$ cat src/sv/assert_macros.svh
// Concurrent assertion helpers, compiled out for synthesis
`ifndef ASSERT_MACROS_SVH
`define ASSERT_MACROS_SVH

`ifndef SYNTHESIS

`define TCW_ASSERT(lbl, clk, rst_n, prop, msg) \
  lbl: assert property (@(posedge clk) disable iff (!rst_n) (prop)) else $error(msg);

`define TCW_ASSERT_ALWAYS(lbl, clk, prop, msg) \
  lbl: assert property (@(posedge clk) (prop)) else $error(msg);

`else

`define TCW_ASSERT(lbl, clk, rst_n, prop, msg)

`define TCW_ASSERT_ALWAYS(lbl, clk, prop, msg)

`endif

`endif

$ cat src/sv/tcw_pkg.sv
package tcw_pkg;

  localparam int TASKS      = 4;
  localparam int TIME_BITS  = 32;
  localparam int TASK_W     = (TASKS > 1) ? $clog2(TASKS) : 1;
  localparam int ID_W       = 2;
  localparam int MODE_W     = 2;
  localparam int LATE_W     = 2;
  localparam int TIMEOUT_W  = 32;
  localparam int PERIOD_W   = 16;
  localparam int WD_W       = 12;
  localparam int CFG_IDX_W  = 3;
  localparam int CFG_DATA_W = 32;

  localparam logic [WD_W-1:0]     PRELOAD_RST     = 12'hFBB;
  localparam logic [PERIOD_W-1:0] FEED_PERIOD_RST = 16'd300;

  typedef enum logic [MODE_W-1:0] {
    MODE_TICK    = 2'd0,
    MODE_CHECKIN = 2'd1,
    MODE_WDT     = 2'd2
  } mode_t;

  typedef enum logic [CFG_IDX_W-1:0] {
    CFG_TIMEOUT0    = 3'd0,
    CFG_TIMEOUT1    = 3'd1,
    CFG_TIMEOUT2    = 3'd2,
    CFG_TIMEOUT3    = 3'd3,
    CFG_FEED_PERIOD = 3'd4,
    CFG_PRELOAD     = 3'd5,
    CFG_ENABLE      = 3'd6
  } cfg_idx_t;

  typedef enum logic [1:0] {
    ST_IDLE,
    ST_RD,
    ST_CMP,
    ST_RES
  } state_t;

  typedef struct packed {
    logic              fed;
    logic              missed;
    logic [LATE_W-1:0] late_task;
    logic              wd_reset;
  } res_t;

endpackage

$ cat src/sv/tcw_in_if.sv
interface tcw_in_if;
  import tcw_pkg::*;

  logic              valid;
  logic              ready;
  logic [MODE_W-1:0] mode;
  logic [ID_W-1:0]   task_id;

  modport source (output valid, output mode, output task_id, input ready);
  modport sink   (input valid, input mode, input task_id, output ready);
endinterface

$ cat src/sv/tcw_out_if.sv
interface tcw_out_if;
  import tcw_pkg::*;

  logic              valid;
  logic              ready;
  logic              fed;
  logic              missed;
  logic [LATE_W-1:0] late_task;
  logic              wd_reset;

  modport source (output valid, output fed, output missed, output late_task,
                  output wd_reset, input ready);
  modport sink   (input valid, input fed, input missed, input late_task,
                  input wd_reset, output ready);
endinterface

$ cat src/sv/tcw_ram.sv
module tcw_ram #(
  parameter int WIDTH = 32,
  parameter int DEPTH = 4,
  parameter int AW    = (DEPTH > 1) ? $clog2(DEPTH) : 1
) (
  input  logic             clk,
  input  logic             we,
  input  logic [AW-1:0]    waddr,
  input  logic [WIDTH-1:0] wdata,
  input  logic             re,
  input  logic [AW-1:0]    raddr,
  output logic [WIDTH-1:0] rdata
);

  logic [WIDTH-1:0] mem_r [DEPTH];
  logic [WIDTH-1:0] rdata_r;

  always_ff @(posedge clk) begin
    if (we) begin
      mem_r[waddr] <= wdata;
    end
    if (re) begin
      rdata_r <= mem_r[raddr];
    end
  end

  assign rdata = rdata_r;

endmodule

$ cat src/sv/task_checkin_watchdog_core.sv
// Task check-in watchdog supervisor. Each input transaction is a scheduler
// tick, a task check-in, a prescaled watchdog tick or an unused mode, and
// yields exactly one result transaction. Check-ins, watchdog ticks and
// scheduler ticks that do not end a feed period go from acceptance to the
// result state. A tick that ends a feed period scans the task check-in
// memory one entry at a time through its single read port, with a read and
// a compare state per task, stopping early at the first late task. A
// finished result waits in the output register while the next transaction
// is accepted. Configuration writes take effect on the next clock edge.
`include "assert_macros.svh"

module task_checkin_watchdog_core (
  input  logic                            clk,
  input  logic                            rst_n,
  tcw_in_if.sink                          in_chan,
  tcw_out_if.source                       out_chan,
  input  logic                            cfg_we,
  input  logic [tcw_pkg::CFG_IDX_W-1:0]   cfg_index,
  input  logic [tcw_pkg::CFG_DATA_W-1:0]  cfg_data
);
  import tcw_pkg::*;

  logic [TIMEOUT_W-1:0] timeout_r [TASKS];
  logic [PERIOD_W-1:0]  feed_period_r;
  logic [WD_W-1:0]      preload_r;
  logic                 enable_r;

  state_t               state_r, state_nxt;
  logic [TASK_W-1:0]    idx_r, idx_nxt;
  logic [TIME_BITS-1:0] cur_time_r, cur_time_nxt;
  logic [PERIOD_W-1:0]  period_cnt_r, period_cnt_nxt;
  logic [WD_W-1:0]      wd_cnt_r, wd_cnt_nxt;
  logic                 reset_flag_r, reset_flag_nxt;
  logic [TASKS-1:0]     valid_r, valid_nxt;
  res_t                 res_r, res_nxt;
  res_t                 out_r;
  logic                 out_valid_r;

  logic                 acc;
  logic                 out_take;
  logic                 out_load;
  logic [PERIOD_W-1:0]  period_eff;
  logic [PERIOD_W-1:0]  period_inc;
  logic                 scan_start;
  logic                 task_ok;
  logic [TASK_W-1:0]    task_addr;
  logic                 ram_we;
  logic                 ram_re;
  logic [TIME_BITS-1:0] ram_rdata;
  logic [TIME_BITS-1:0] last_time;
  logic [TIME_BITS-1:0] elapsed;
  logic                 late_hit;
  logic                 last_idx;

  // configuration registers
  always_ff @(posedge clk) begin
    if (!rst_n) begin
      for (int i = 0; i < TASKS; i++) begin
        timeout_r[i] <= '0;
      end
      feed_period_r <= FEED_PERIOD_RST;
      preload_r     <= PRELOAD_RST;
      enable_r      <= 1'b0;
    end else if (cfg_we) begin
      case (cfg_index)
        CFG_FEED_PERIOD: feed_period_r <= cfg_data[PERIOD_W-1:0];
        CFG_PRELOAD:     preload_r     <= cfg_data[WD_W-1:0];
        CFG_ENABLE:      enable_r      <= cfg_data[0];
        default: begin
          if ({1'b0, cfg_index} < (CFG_IDX_W+1)'(TASKS)) begin
            timeout_r[cfg_index[TASK_W-1:0]] <= cfg_data[TIMEOUT_W-1:0];
          end
        end
      endcase
    end
  end

  tcw_ram #(
    .WIDTH (TIME_BITS),
    .DEPTH (TASKS)
  ) u_ram (
    .clk   (clk),
    .we    (ram_we),
    .waddr (task_addr),
    .wdata (cur_time_r),
    .re    (ram_re),
    .raddr (idx_r),
    .rdata (ram_rdata)
  );

  assign acc        = in_chan.valid && in_chan.ready;
  assign out_take   = !out_valid_r || out_chan.ready;
  assign period_eff = (feed_period_r == '0) ? PERIOD_W'(1) : feed_period_r;
  assign period_inc = period_cnt_r + PERIOD_W'(1);
  assign scan_start = (in_chan.mode == MODE_TICK) && (period_inc >= period_eff);
  assign task_ok    = {1'b0, in_chan.task_id} < (ID_W+1)'(TASKS);
  assign task_addr  = in_chan.task_id[TASK_W-1:0];
  assign last_time  = valid_r[idx_r] ? ram_rdata : '0;
  assign elapsed    = cur_time_r - last_time;
  assign late_hit   = TIMEOUT_W'(elapsed) >= timeout_r[idx_r];
  assign last_idx   = idx_r == TASK_W'(TASKS - 1);

  // datapath next values
  always_comb begin
    cur_time_nxt   = cur_time_r;
    period_cnt_nxt = period_cnt_r;
    wd_cnt_nxt     = wd_cnt_r;
    reset_flag_nxt = reset_flag_r;
    valid_nxt      = valid_r;
    idx_nxt        = idx_r;
    res_nxt        = res_r;
    ram_we         = 1'b0;
    case (state_r)
      ST_IDLE: begin
        if (acc) begin
          res_nxt = '0;
          idx_nxt = '0;
          case (in_chan.mode)
            MODE_TICK: begin
              cur_time_nxt   = cur_time_r + TIME_BITS'(1);
              period_cnt_nxt = scan_start ? '0 : period_inc;
            end
            MODE_CHECKIN: begin
              if (task_ok) begin
                ram_we               = 1'b1;
                valid_nxt[task_addr] = 1'b1;
              end
            end
            MODE_WDT: begin
              if (enable_r) begin
                if (wd_cnt_r == '0) begin
                  reset_flag_nxt = 1'b1;
                  wd_cnt_nxt     = preload_r;
                end else begin
                  wd_cnt_nxt = wd_cnt_r - WD_W'(1);
                end
              end
            end
            default: ;
          endcase
          res_nxt.wd_reset = reset_flag_nxt;
        end
      end
      ST_CMP: begin
        if (late_hit) begin
          res_nxt.missed    = 1'b1;
          res_nxt.late_task = LATE_W'(idx_r);
        end else if (last_idx) begin
          res_nxt.fed = 1'b1;
          wd_cnt_nxt  = preload_r;
        end else begin
          idx_nxt = idx_r + TASK_W'(1);
        end
      end
      default: ;
    endcase
  end

  // next state
  always_comb begin
    state_nxt = state_r;
    case (state_r)
      ST_IDLE: begin
        if (acc) begin
          state_nxt = scan_start ? ST_RD : ST_RES;
        end
      end
      ST_RD:   state_nxt = ST_CMP;
      ST_CMP: begin
        if (late_hit || last_idx) begin
          state_nxt = ST_RES;
        end else begin
          state_nxt = ST_RD;
        end
      end
      ST_RES: begin
        if (out_take) begin
          state_nxt = ST_IDLE;
        end
      end
      default: state_nxt = ST_IDLE;
    endcase
  end

  // state outputs
  always_comb begin
    in_chan.ready = 1'b0;
    ram_re        = 1'b0;
    out_load      = 1'b0;
    case (state_r)
      ST_IDLE: in_chan.ready = 1'b1;
      ST_RD:   ram_re        = 1'b1;
      ST_RES:  out_load      = out_take;
      default: ;
    endcase
  end

  always_ff @(posedge clk) begin
    if (!rst_n) begin
      state_r      <= ST_IDLE;
      idx_r        <= '0;
      cur_time_r   <= '0;
      period_cnt_r <= '0;
      wd_cnt_r     <= PRELOAD_RST;
      reset_flag_r <= 1'b0;
      valid_r      <= '0;
    end else begin
      state_r      <= state_nxt;
      idx_r        <= idx_nxt;
      cur_time_r   <= cur_time_nxt;
      period_cnt_r <= period_cnt_nxt;
      wd_cnt_r     <= wd_cnt_nxt;
      reset_flag_r <= reset_flag_nxt;
      valid_r      <= valid_nxt;
    end
  end

  always_ff @(posedge clk) begin
    res_r <= res_nxt;
  end

  // output register: hold until the transaction is taken
  always_ff @(posedge clk) begin
    if (!rst_n) begin
      out_valid_r <= 1'b0;
    end else if (out_load) begin
      out_valid_r <= 1'b1;
    end else if (out_chan.ready) begin
      out_valid_r <= 1'b0;
    end
  end

  always_ff @(posedge clk) begin
    if (out_load) begin
      out_r <= res_r;
    end
  end

  assign out_chan.valid     = out_valid_r;
  assign out_chan.fed       = out_r.fed;
  assign out_chan.missed    = out_r.missed;
  assign out_chan.late_task = out_r.late_task;
  assign out_chan.wd_reset  = out_r.wd_reset;

  `TCW_ASSERT(a_fed_missed_excl, clk, rst_n, out_valid_r |-> !(out_r.fed && out_r.missed), "fed and missed both set")
  `TCW_ASSERT(a_flag_sticky, clk, rst_n, reset_flag_r |=> reset_flag_r, "watchdog reset flag cleared")
  `TCW_ASSERT(a_late_needs_miss, clk, rst_n, (out_valid_r && out_r.late_task != '0) |-> out_r.missed, "late task without miss")
  `TCW_ASSERT(a_no_scan_off_tick, clk, rst_n, (acc && in_chan.mode != MODE_TICK) |=> state_r == ST_RES, "scan started by non-tick transaction")
  `TCW_ASSERT(a_feed_reload, clk, rst_n, (state_r == ST_CMP && !late_hit && last_idx) |=> wd_cnt_r == $past(preload_r), "feed did not reload counter")

endmodule

$ cat src/flat_wrapper.sv
// flat-port wrapper written by rule: the top's interface ports become plain ports
module task_checkin_watchdog_core_flat import tcw_pkg::*;
  (clk, rst_n, cfg_we, cfg_index, cfg_data, in_chan_valid, in_chan_mode, in_chan_task_id, in_chan_ready, out_chan_valid, out_chan_fed, out_chan_missed, out_chan_late_task, out_chan_wd_reset, out_chan_ready);
  tcw_in_if in_chan_i ();
  tcw_out_if out_chan_i ();
  input  logic clk;
  input  logic rst_n;
  input  logic cfg_we;
  input  logic [tcw_pkg::CFG_IDX_W-1:0] cfg_index;
  input  logic [tcw_pkg::CFG_DATA_W-1:0] cfg_data;
  input wire logic [$bits(in_chan_i.valid)-1:0] in_chan_valid;
  input wire logic [$bits(in_chan_i.mode)-1:0] in_chan_mode;
  input wire logic [$bits(in_chan_i.task_id)-1:0] in_chan_task_id;
  output wire logic [$bits(in_chan_i.ready)-1:0] in_chan_ready;
  output wire logic [$bits(out_chan_i.valid)-1:0] out_chan_valid;
  output wire logic [$bits(out_chan_i.fed)-1:0] out_chan_fed;
  output wire logic [$bits(out_chan_i.missed)-1:0] out_chan_missed;
  output wire logic [$bits(out_chan_i.late_task)-1:0] out_chan_late_task;
  output wire logic [$bits(out_chan_i.wd_reset)-1:0] out_chan_wd_reset;
  input wire logic [$bits(out_chan_i.ready)-1:0] out_chan_ready;
  assign in_chan_i.valid = in_chan_valid;
  assign in_chan_i.mode = in_chan_mode;
  assign in_chan_i.task_id = in_chan_task_id;
  assign in_chan_ready = in_chan_i.ready;
  assign out_chan_valid = out_chan_i.valid;
  assign out_chan_fed = out_chan_i.fed;
  assign out_chan_missed = out_chan_i.missed;
  assign out_chan_late_task = out_chan_i.late_task;
  assign out_chan_wd_reset = out_chan_i.wd_reset;
  assign out_chan_i.ready = out_chan_ready;
  task_checkin_watchdog_core u_core (.clk(clk), .rst_n(rst_n), .in_chan(in_chan_i), .out_chan(out_chan_i), .cfg_we(cfg_we), .cfg_index(cfg_index), .cfg_data(cfg_data));
endmodule
$ cat config.mk
export PLATFORM = sky130hd
export DESIGN_NAME = task_checkin_watchdog_core_flat
export DESIGN_NICKNAME = d
export VERILOG_FILES = /design/src/sv/tcw_pkg.sv /design/src/sv/tcw_in_if.sv /design/src/sv/tcw_out_if.sv /design/src/sv/tcw_ram.sv /design/src/sv/task_checkin_watchdog_core.sv /design/src/flat_wrapper.sv
export VERILOG_INCLUDE_DIRS = /design/src /design/src/sv
export SDC_FILE = /design/constraint.sdc
export NUM_CORES = 1
export LEC_CHECK = 0
export BUFFER_PORTS_ARGS = -buffer_cell sky130_fd_sc_hd__buf_4
export CAP_MARGIN = 20
export CORE_MARGIN = 8
export CORE_UTILIZATION = 30
export DETAILED_ROUTE_END_ITERATION = 8
export HOLD_SLACK_MARGIN = 0.15
export PLACE_DENSITY = 0.44
export SKIP_CTS_REPAIR_TIMING = 1
export SLEW_MARGIN = 40
export SYNTH_ARGS = -nofsm -noshare
export SYNTH_HDL_FRONTEND = slang
export SYNTH_SLANG_ARGS = --single-unit
$ cat constraint.sdc
create_clock -name clk -period 6.2 [get_ports clk]
set_input_delay 0.62 -clock clk [delete_from_list [all_inputs] [get_ports clk]]
set_output_delay 0.62 -clock clk [all_outputs]
set_load 0.03 [all_outputs]
==> results of run 1 <==
-- cells in the mapped netlist (2+ instances only) --
master,number,share of area
edfxtp_1,298,0.48
nand2_1,200,0.040
nor2_1,183,0.037
dfxtp_1,101,0.11
inv_1,94,0.019
a21oi_1,92,0.025
ha_1,85,0.057
mux4_2,65,0.078
clkbuf_1,52,0.010
a21o_1,40,0.016
xor2_1,39,0.018
nand3_1,37,0.0099
xnor2_1,27,0.013
o21ai_0,24,0.0064
nand4_1,23,0.0077
o21ai_1,17,0.0046
and3_1,15,0.0050
or3_1,15,0.0050
a31oi_1,12,0.0040
nand2b_1,12,0.0040
o22ai_1,10,0.0033
o211ai_1,9,0.0036
nand3b_1,8,0.0032
o21a_1,8,0.0032
buf_1,7,0.0014
nor3_1,7,0.0019
and2_1,4,0.0013
and4_1,4,0.0019
buf_2,4,0.0011
mux2i_1,4,0.0021
nor2b_1,4,0.0013
o31ai_1,4,0.0016
a211o_1,3,0.0014
a211oi_1,3,0.0012
a22oi_1,3,0.0012
nor3b_1,3,0.0012
nor4_1,3,0.0010
o21bai_1,3,0.0012
or2_2,3,0.0010
or4_1,3,0.0012
a221oi_2,2,0.0016
nor3_2,2,0.0011
o211a_1,2,0.0011
-- metal layers --
layer / track usage / vias to the layer above / wire [µm]
li1: - / 5787 / -
met1: 0.184 / 5966 / 22700
met2: 0.218 / 207 / 22200
met3: 0.0222 / 56 / 1600
met4: 0.0275 / 0 / 674
met5: 0 / - / 0
-- metrics by stage --
step                area [µm²]  hold slack [ns]  worst slack, ns  power [mW]  instances
global route             21500            0.312           0.0273        6.54       2489
finish                   21500            0.328            0.475        6.26       2489
floorplan                18700            0.400            0.650        3.56       1559
global placement         20100            0.408            0.161        3.80       2408
CTS                      21500            0.294           0.0444        6.36       2489
detailed placement       20100            0.413           0.0614        3.81       2408
-- cell families after synthesis --
family,after synthesis,share of synthesized area
multiplexers,69,0.0805
buffers and inverters,157,0.0318
XOR/XNOR,66,0.0309
AO/OA/AOI/OAI,247,0.0835
AND/OR/NAND/NOR,535,0.128
flip-flops,399,0.587
adder cells (fa/ha/maj),86,0.0580
-- cell usage in the layout, fill, tap and decap left out, drive strengths merged, types with 4 or more instances in the layout --
| cell | n |
|---|---|
| nor2 | 183 |
| and2 | 4 |
| clkinv | 13 |
| or3 | 16 |
| xnor2 | 27 |
| o22ai | 10 |
| nand4 | 24 |
| a21o | 40 |
| nand3 | 38 |
| o21a | 8 |
| a21oi | 93 |
| a31oi | 12 |
| and3 | 16 |
| and4 | 4 |
| inv | 96 |
| ha | 85 |
| dfxtp | 101 |
| o31ai | 4 |
| mux2i | 4 |
| o21ai | 41 |
| mux4 | 65 |
| buf | 75 |
| nor3 | 9 |
| nand2 | 200 |
| edfxtp | 298 |
| nor2b | 4 |
| clkbuf | 64 |
| nand2b | 12 |
| o211ai | 9 |
| xor2 | 39 |
| nand3b | 8 |
-- worst min path at each step --
| stage | start | depth (start not counted) | slack (ns) | to |
|---|---|---|---|---|
| 2_1_floorplan | u_core.res_r[4]$_DFFE_PP_ | 0 | 0.40 | u_core.out_chan.fed$_DFFE_PP_ |
| 3_3_place_gp | u_core.res_r[1]$_DFFE_PP_ | 0 | 0.41 | u_core.out_chan.late_task[0]$_DFFE_PP_ |
| 3_5_place_dp | u_core.res_r[3]$_DFFE_PP_ | 0 | 0.41 | u_core.out_chan.missed$_DFFE_PP_ |
| 4_1_cts | cfg_data[15] | 3 | 0.29 | u_core.feed_period_r[15]$_SDFFE_PN0P_ |
| 5_1_grt | cfg_data[15] | 3 | 0.31 | u_core.feed_period_r[15]$_SDFFE_PN0P_ |
| 6_report | cfg_data[7] | 3 | 0.33 | u_core.preload_r[7]$_SDFFE_PN1P_ |
-- state kept, by name, indices dropped and copies added, names as in the netlist, 4 cells and up, named ones only --
signal                flops
u_core.valid_r            4
u_core.period_cnt_r      16
u_core.preload_r         12
u_core.timeout_r        128
u_core.u_ram.rdata       32
u_core.cur_time_r        32
u_core.res_r              5
u_core.feed_period_r     16
u_core.wd_cnt_r          12
u_core.u_ram.mem_r      128
-- where the power goes --
| part | leakage (nW) | internal (mW) | switching (mW) | total, mW |
|---|---|---|---|---|
| sequential | 3.87 | 2.96 | 0.0575 | 3.02 |
| clock | 0.676 | 1.46 | 1.07 | 2.52 |
| combinational | 3.85 | 0.303 | 0.414 | 0.716 |
| total | 8.40 | 4.72 | 1.54 | 6.26 |
-- worst max-delay path: cells and delay by family, from the launching register on --
family                     cells  cell delay, ns
AOI/OAI and AO/OA             13            2.86
muxes                          1            0.34
adders and majority gates      2            0.69
buffers and inverters          1            0.31
and+or+nand+nor                5            1.11
DFF                            1            0.33
-- layout make-up --
cell class | count | area, µm²
Sequential cell | 399 | 11000
Fill cell | 6087 | 40100
Clock inverter | 17 | 119
Clock buffer | 64 | 1260
Multi-Input combinational cell | 1003 | 7210
Tap cell | 837 | 1050
Timing Repair Buffer | 75 | 567
Inverter | 94 | 353
==> results.py, run 1 <==
metrics = {
    "synthesis": {
        "async_flop_share": 0,
        "synth_warnings": 0,
        "yosys_most_used_dff": "edfxtp_1",
        "synth_edf_count": 298,
        "synth_seq_cells": 399,
        "synth_cells": 1559,
        "synth_nets": 1689,
        "synth_area_um2": 18700,
        "seq_area_frac_synth": 0.587,
        "ys_types": 68,
        "syn_avg_cell_area_um2": 12.0,
    },
    "placed_design": {
        "dp_hpwl_mm": 30.8,
        "port_buffers": 50,
        "place.gp.congestion": 0.772,
    },
    "worst_setup_path": {
        "worstPathCellList": "mux4_2 > buf_4 > nand2_1 > fa_1 > a21o_1 > a221oi_2 > o211a_4 > o41ai_2 > a21oi_2 > o21ai_1 > or3_4 > a2111o_1 > nand3_1 > ha_1 > a21o_1 > a21oi_1 > o21ai_1 > nor2_1 > o211ai_1 > nand2_4 > a21boi_0 > o21a_1",
        "ff2ff_setup_slack_ns": 0.48,
        "endpoint": "u_core.wd_cnt_r[2]$_SDFFE_PN0P_",
        "slowest_delay_ns": 0.44,
        "r2r-end": "u_core.wd_cnt_r[2]$_SDFFE_PN0P_",
        "reg2regPathDepth": 22,
        "crit_start": "u_core.idx_r[0]$_SDFFE_PN0P_",
        "crit_type": "flip-flop to flip-flop",
        "cp_max_fo": 31,
        "cp_data_arrival_time_ns": 6.18,
        "worstPathRequired_ns": 6.66,
        "startpoint_type": "flip-flop",
        "slowest_stage": "fa_1",
        "reg2reg_from": "u_core.idx_r[0]$_SDFFE_PN0P_",
        "end_kind": "flip-flop",
    },
    "finish": {
        "nets": 1748,
        "post-route-util": 0.350,
        "antenna_cells": 0,
        "drive_gt1_frac": 0.141,
        "area_growth_pct": 15.2,
    },
    "timing": {
        "tns_ns": 0,
        "slew_viol_final": 0,
        "setup_viol": 0,
        "worstMarginPinSlew_ns": 0.892,
        "timing.max_slew.rel_slack": 0.403,
        "finClkSkew_ns": 0.0234,
        "period_minus_slack_ns": 5.72,
        "rsz0062_at_grt": "false",
        "clock.fmax_ghz": 0.175,
        "period_share": 0.923,
        "finalHoldViolCount": 0,
    },
    "clock_tree": {
        "clock_path_buffers": 3,
        "clkTransAtPathRegs_ns": 0.06,
        "cts_root_buf": "clkbuf_16",
        "cts.sinks": 399,
        "clk_latency_ns": 0.57,
        "htree_num_levels": 2,
        "cts_tree": "done",
        "cts_buffers": 45,
    },
    "die": {
        "rows": 91,
        "die_w_um": 266,
        "core_um2": 61600,
        "io_pins": 51,
        "dieArea_um2": 70500,
        "initial_utilization": 0.303,
        "dieHeight_um": 266,
    },
    "power_and_ir_drop": {
        "power.leakage_nw": 8.40,
        "max-vdd-ir-drop_v": 0.000168,
        "cellPowerDensity_nw_per_um2": 291,
    },
    "route": {
        "post_drt_wl_per_cell_um": 18.9,
        "routed_wirelength_mm": 47.1,
        "first_iter_violations": 829,
        "drc": 0,
        "ant_nets": 0,
        "routed_via_density": 4.83,
        "via_count": 12016,
        "dr.pass1.iters": 5,
    },
    "run_status": {
        "status": "finished clean",
    },
    "grt": {
        "grt_pass1_wl_mm": 73.1,
        "grt_usage": 0.133,
        "grt_pass1_vias": 12162,
        "antenna_found_initial": 0,
        "grt_max_degree": 51,
        "grt_overflow_total": 0,
    },
    "flow_run": {
        "maxCapViolCount": 0,
    },
    "worst_hold_path": {
        "hp-class": "primary input to flip-flop",
    },
}
Note: power is estimated with default switching activity, not from simulation.
==> run 2, diff against run 1 <==
--- a/config.mk
+++ b/config.mk
@@ -6,11 +6,11 @@
 export SDC_FILE = /design/constraint.sdc
 export NUM_CORES = 1
 export LEC_CHECK = 0
-export BUFFER_PORTS_ARGS = -buffer_cell sky130_fd_sc_hd__buf_4
 export CAP_MARGIN = 20
 export CORE_MARGIN = 8
 export CORE_UTILIZATION = 30
 export DETAILED_ROUTE_END_ITERATION = 8
+export DONT_BUFFER_PORTS = 1
 export HOLD_SLACK_MARGIN = 0.15
 export PLACE_DENSITY = 0.44
 export SKIP_CTS_REPAIR_TIMING = 1
==> run 2 against run 1 <==
  * Worst setup slack improved by 0.070 ns
  * Core utilization fell by 0.25 points
  * Maximum frequency rose by 1.2%
  * Die area did not move
  * Sequential share of layout area rose by 0.36 points
  * Clock skew fell by 0.00062 ns
  * Sequential cell count did not move
  * Sequential power barely moved
  * Largest cell class unchanged
==> results.py, run 2 (synthesis gave the netlist of run 1 again) <==
metrics = {
    "worst_setup_path": {
        "crit_type": "flip-flop to flip-flop",
        "cp_max_fo": 17,
        "startpoint_type": "flip-flop",
        "cp_data_arrival_time_ns": 6.10,
        "worstPathRequired_ns": 6.65,
        "end_kind": "flip-flop",
    },
    "clock_tree": {
        "cts_buffers": 46,
        "clkTransAtPathRegs_ns": 0.05,
        "cts_root_buf": "clkbuf_16",
        "clock_path_buffers": 3,
        "clk_latency_ns": 0.57,
        "cts.sinks": 399,
        "htree_num_levels": 2,
        "cts_tree": "done",
    },
    "die": {
        "rows": 91,
        "dieHeight_um": 266,
        "die_w_um": 266,
        "dieArea_um2": 70500,
        "io_pins": 51,
        "core_um2": 61600,
        "initial_utilization": 0.303,
    },
    "grt": {
        "grt_pass1_vias": 11768,
        "grt_overflow_total": 0,
        "grt_pass1_wl_mm": 72.1,
        "antenna_found_initial": 3,
        "grt_usage": 0.131,
        "grt_max_degree": 67,
    },
    "route": {
        "post_drt_wl_per_cell_um": 19.1,
        "drc": 0,
        "routed_wirelength_mm": 46.8,
        "routed_via_density": 4.80,
        "dr.pass1.iters": 7,
        "first_iter_violations": 752,
        "ant_nets": 0,
        "via_count": 11752,
    },
    "placed_design": {
        "dp_hpwl_mm": 30.8,
        "place.gp.congestion": 0.796,
        "port_buffers": 0,
        "place_ws_ns": -0.0288,
        "dp_cells": 2357,
    },
    "power_and_ir_drop": {
        "combPwrFrac": 0.106,
        "power_mw": 6.44,
        "max-vdd-ir-drop_v": 0.000225,
        "clock_power_share": 0.425,
        "switching_share": 0.239,
        "p_seq_frac": 0.469,
        "cellPowerDensity_nw_per_um2": 301,
        "power.leakage_nw": 8.26,
        "internal-power_mw": 4.90,
        "net-switching-power_mw": 1.54,
    },
    "timing": {
        "slew_viol_final": 0,
        "finClkSkew_ns": 0.0228,
        "finalHoldViolCount": 0,
        "setup_viol": 0,
        "timing.max_slew.rel_slack": 0.470,
        "worstMarginPinSlew_ns": 0.786,
        "rsz0062_at_grt": "false",
        "setup_ws_ns": 0.546,
        "period_share": 0.912,
        "clock.fmax_ghz": 0.177,
        "period_minus_slack_ns": 5.65,
    },
    "finish": {
        "reg.largest.list": "u_core.timeout_r: 128 flops, u_core.u_ram.mem_r: 128 flops",
        "final_common_cell": "edfxtp_1",
        "nets": 1703,
        "nFillCells": 6082,
        "drive_gt1_frac": 0.119,
        "final_cell_mix": "edfxtp_1 (298), nand2_1 (199), nor2_1 (181), dfxtp_1 (98), inv_1 (93)",
        "post-route-util": 0.347,
        "area_growth_pct": 14.4,
        "fin_cells": 2449,
    },
    "run_status": {
        "status": "finished clean",
    },
    "flow_run": {
        "maxCapViolCount": 0,
    },
    "worst_hold_path": {
        "hp-class": "primary input to flip-flop",
    },
}
run 2: per-stage QoR:
stage / hold WS (ns) / setup TNS, ns / area [µm²]
2_1_floorplan: 0.400 / 0 / 18700
3_3_place_gp: 0.424 / 0 / 19700
3_5_place_dp: 0.424 / -0.0523 / 19800
4_1_cts: 0.103 / -0.0839 / 21300
5_1_grt: 0.152 / 0 / 21400
6_report: 0.159 / 0 / 21400
run 2: final timing paths:
kind	cells past startpoint	slack (ns)	end	start
min	1	0.16	u_core.wd_cnt_r[1]$_SDFFE_PN1P_	rst_n
max	23	0.55	u_core.wd_cnt_r[2]$_SDFFE_PN0P_	u_core.idx_r[0]$_SDFFE_PN0P_
min reg2reg	0	0.43	u_core.out_chan.wd_reset$_DFFE_PP_	u_core.res_r[0]$_DFFE_PP_
max reg2reg	23	0.55	u_core.wd_cnt_r[2]$_SDFFE_PN0P_	u_core.idx_r[0]$_SDFFE_PN0P_
run 2: layout make-up:
| cell class | count | area (µm²) | area share |
|---|---|---|---|
| Antenna cell | 2 | 5.00 | 0.000234 |
| Multi-Input combinational cell | 1003 | 7220 | 0.338 |
| Sequential cell | 399 | 11000 | 0.513 |
| Clock inverter | 28 | 293 | 0.0137 |
| Inverter | 94 | 353 | 0.0165 |
| Tap cell | 837 | 1050 | 0.0490 |
| Clock buffer | 57 | 1220 | 0.0572 |
| Timing Repair Buffer | 29 | 259 | 0.0121 |
run 2: metal layers:
metal | vias to the layer above | share of wire | track usage | wire, µm
li1 | 5692 | - | - | -
met1 | 5792 | 0.47 | 0.179 | 22100
met2 | 214 | 0.46 | 0.212 | 21800
met3 | 54 | 0.048 | 0.0276 | 2230
met4 | 0 | 0.016 | 0.0308 | 764
met5 | - | 0 | 0 | 0
run 2: worst max-delay path, stage by stage (launching register included):
cell      delay, ns
dfxtp_2        0.32
mux4_2         0.33
buf_4          0.21
nand2_1        0.13
fa_1           0.44
a21o_1         0.21
a221oi_2       0.38
o211a_4        0.25
o41ai_2        0.12
a21oi_2        0.22
o21ai_1        0.12
or3_4          0.35
a2111o_1       0.40
nand3_1        0.08
ha_1           0.24
a21o_1         0.16
a21oi_1        0.12
o21ai_1        0.18
nor2_1         0.22
o211ai_1       0.22
clkbuf_2       0.23
nand2_2        0.26
a21boi_0       0.15
o21a_1         0.20
run 2: power groups by stage:
stage	logic, mW	clock network (mW)	registers [mW]
finish	0.683	2.74	3.02
CTS	0.690	2.82	3.02
global placement	0.680	0	3.07
global route	0.763	2.92	3.03
floorplan	0.510	0	3.05
detailed placement	0.688	0	3.07
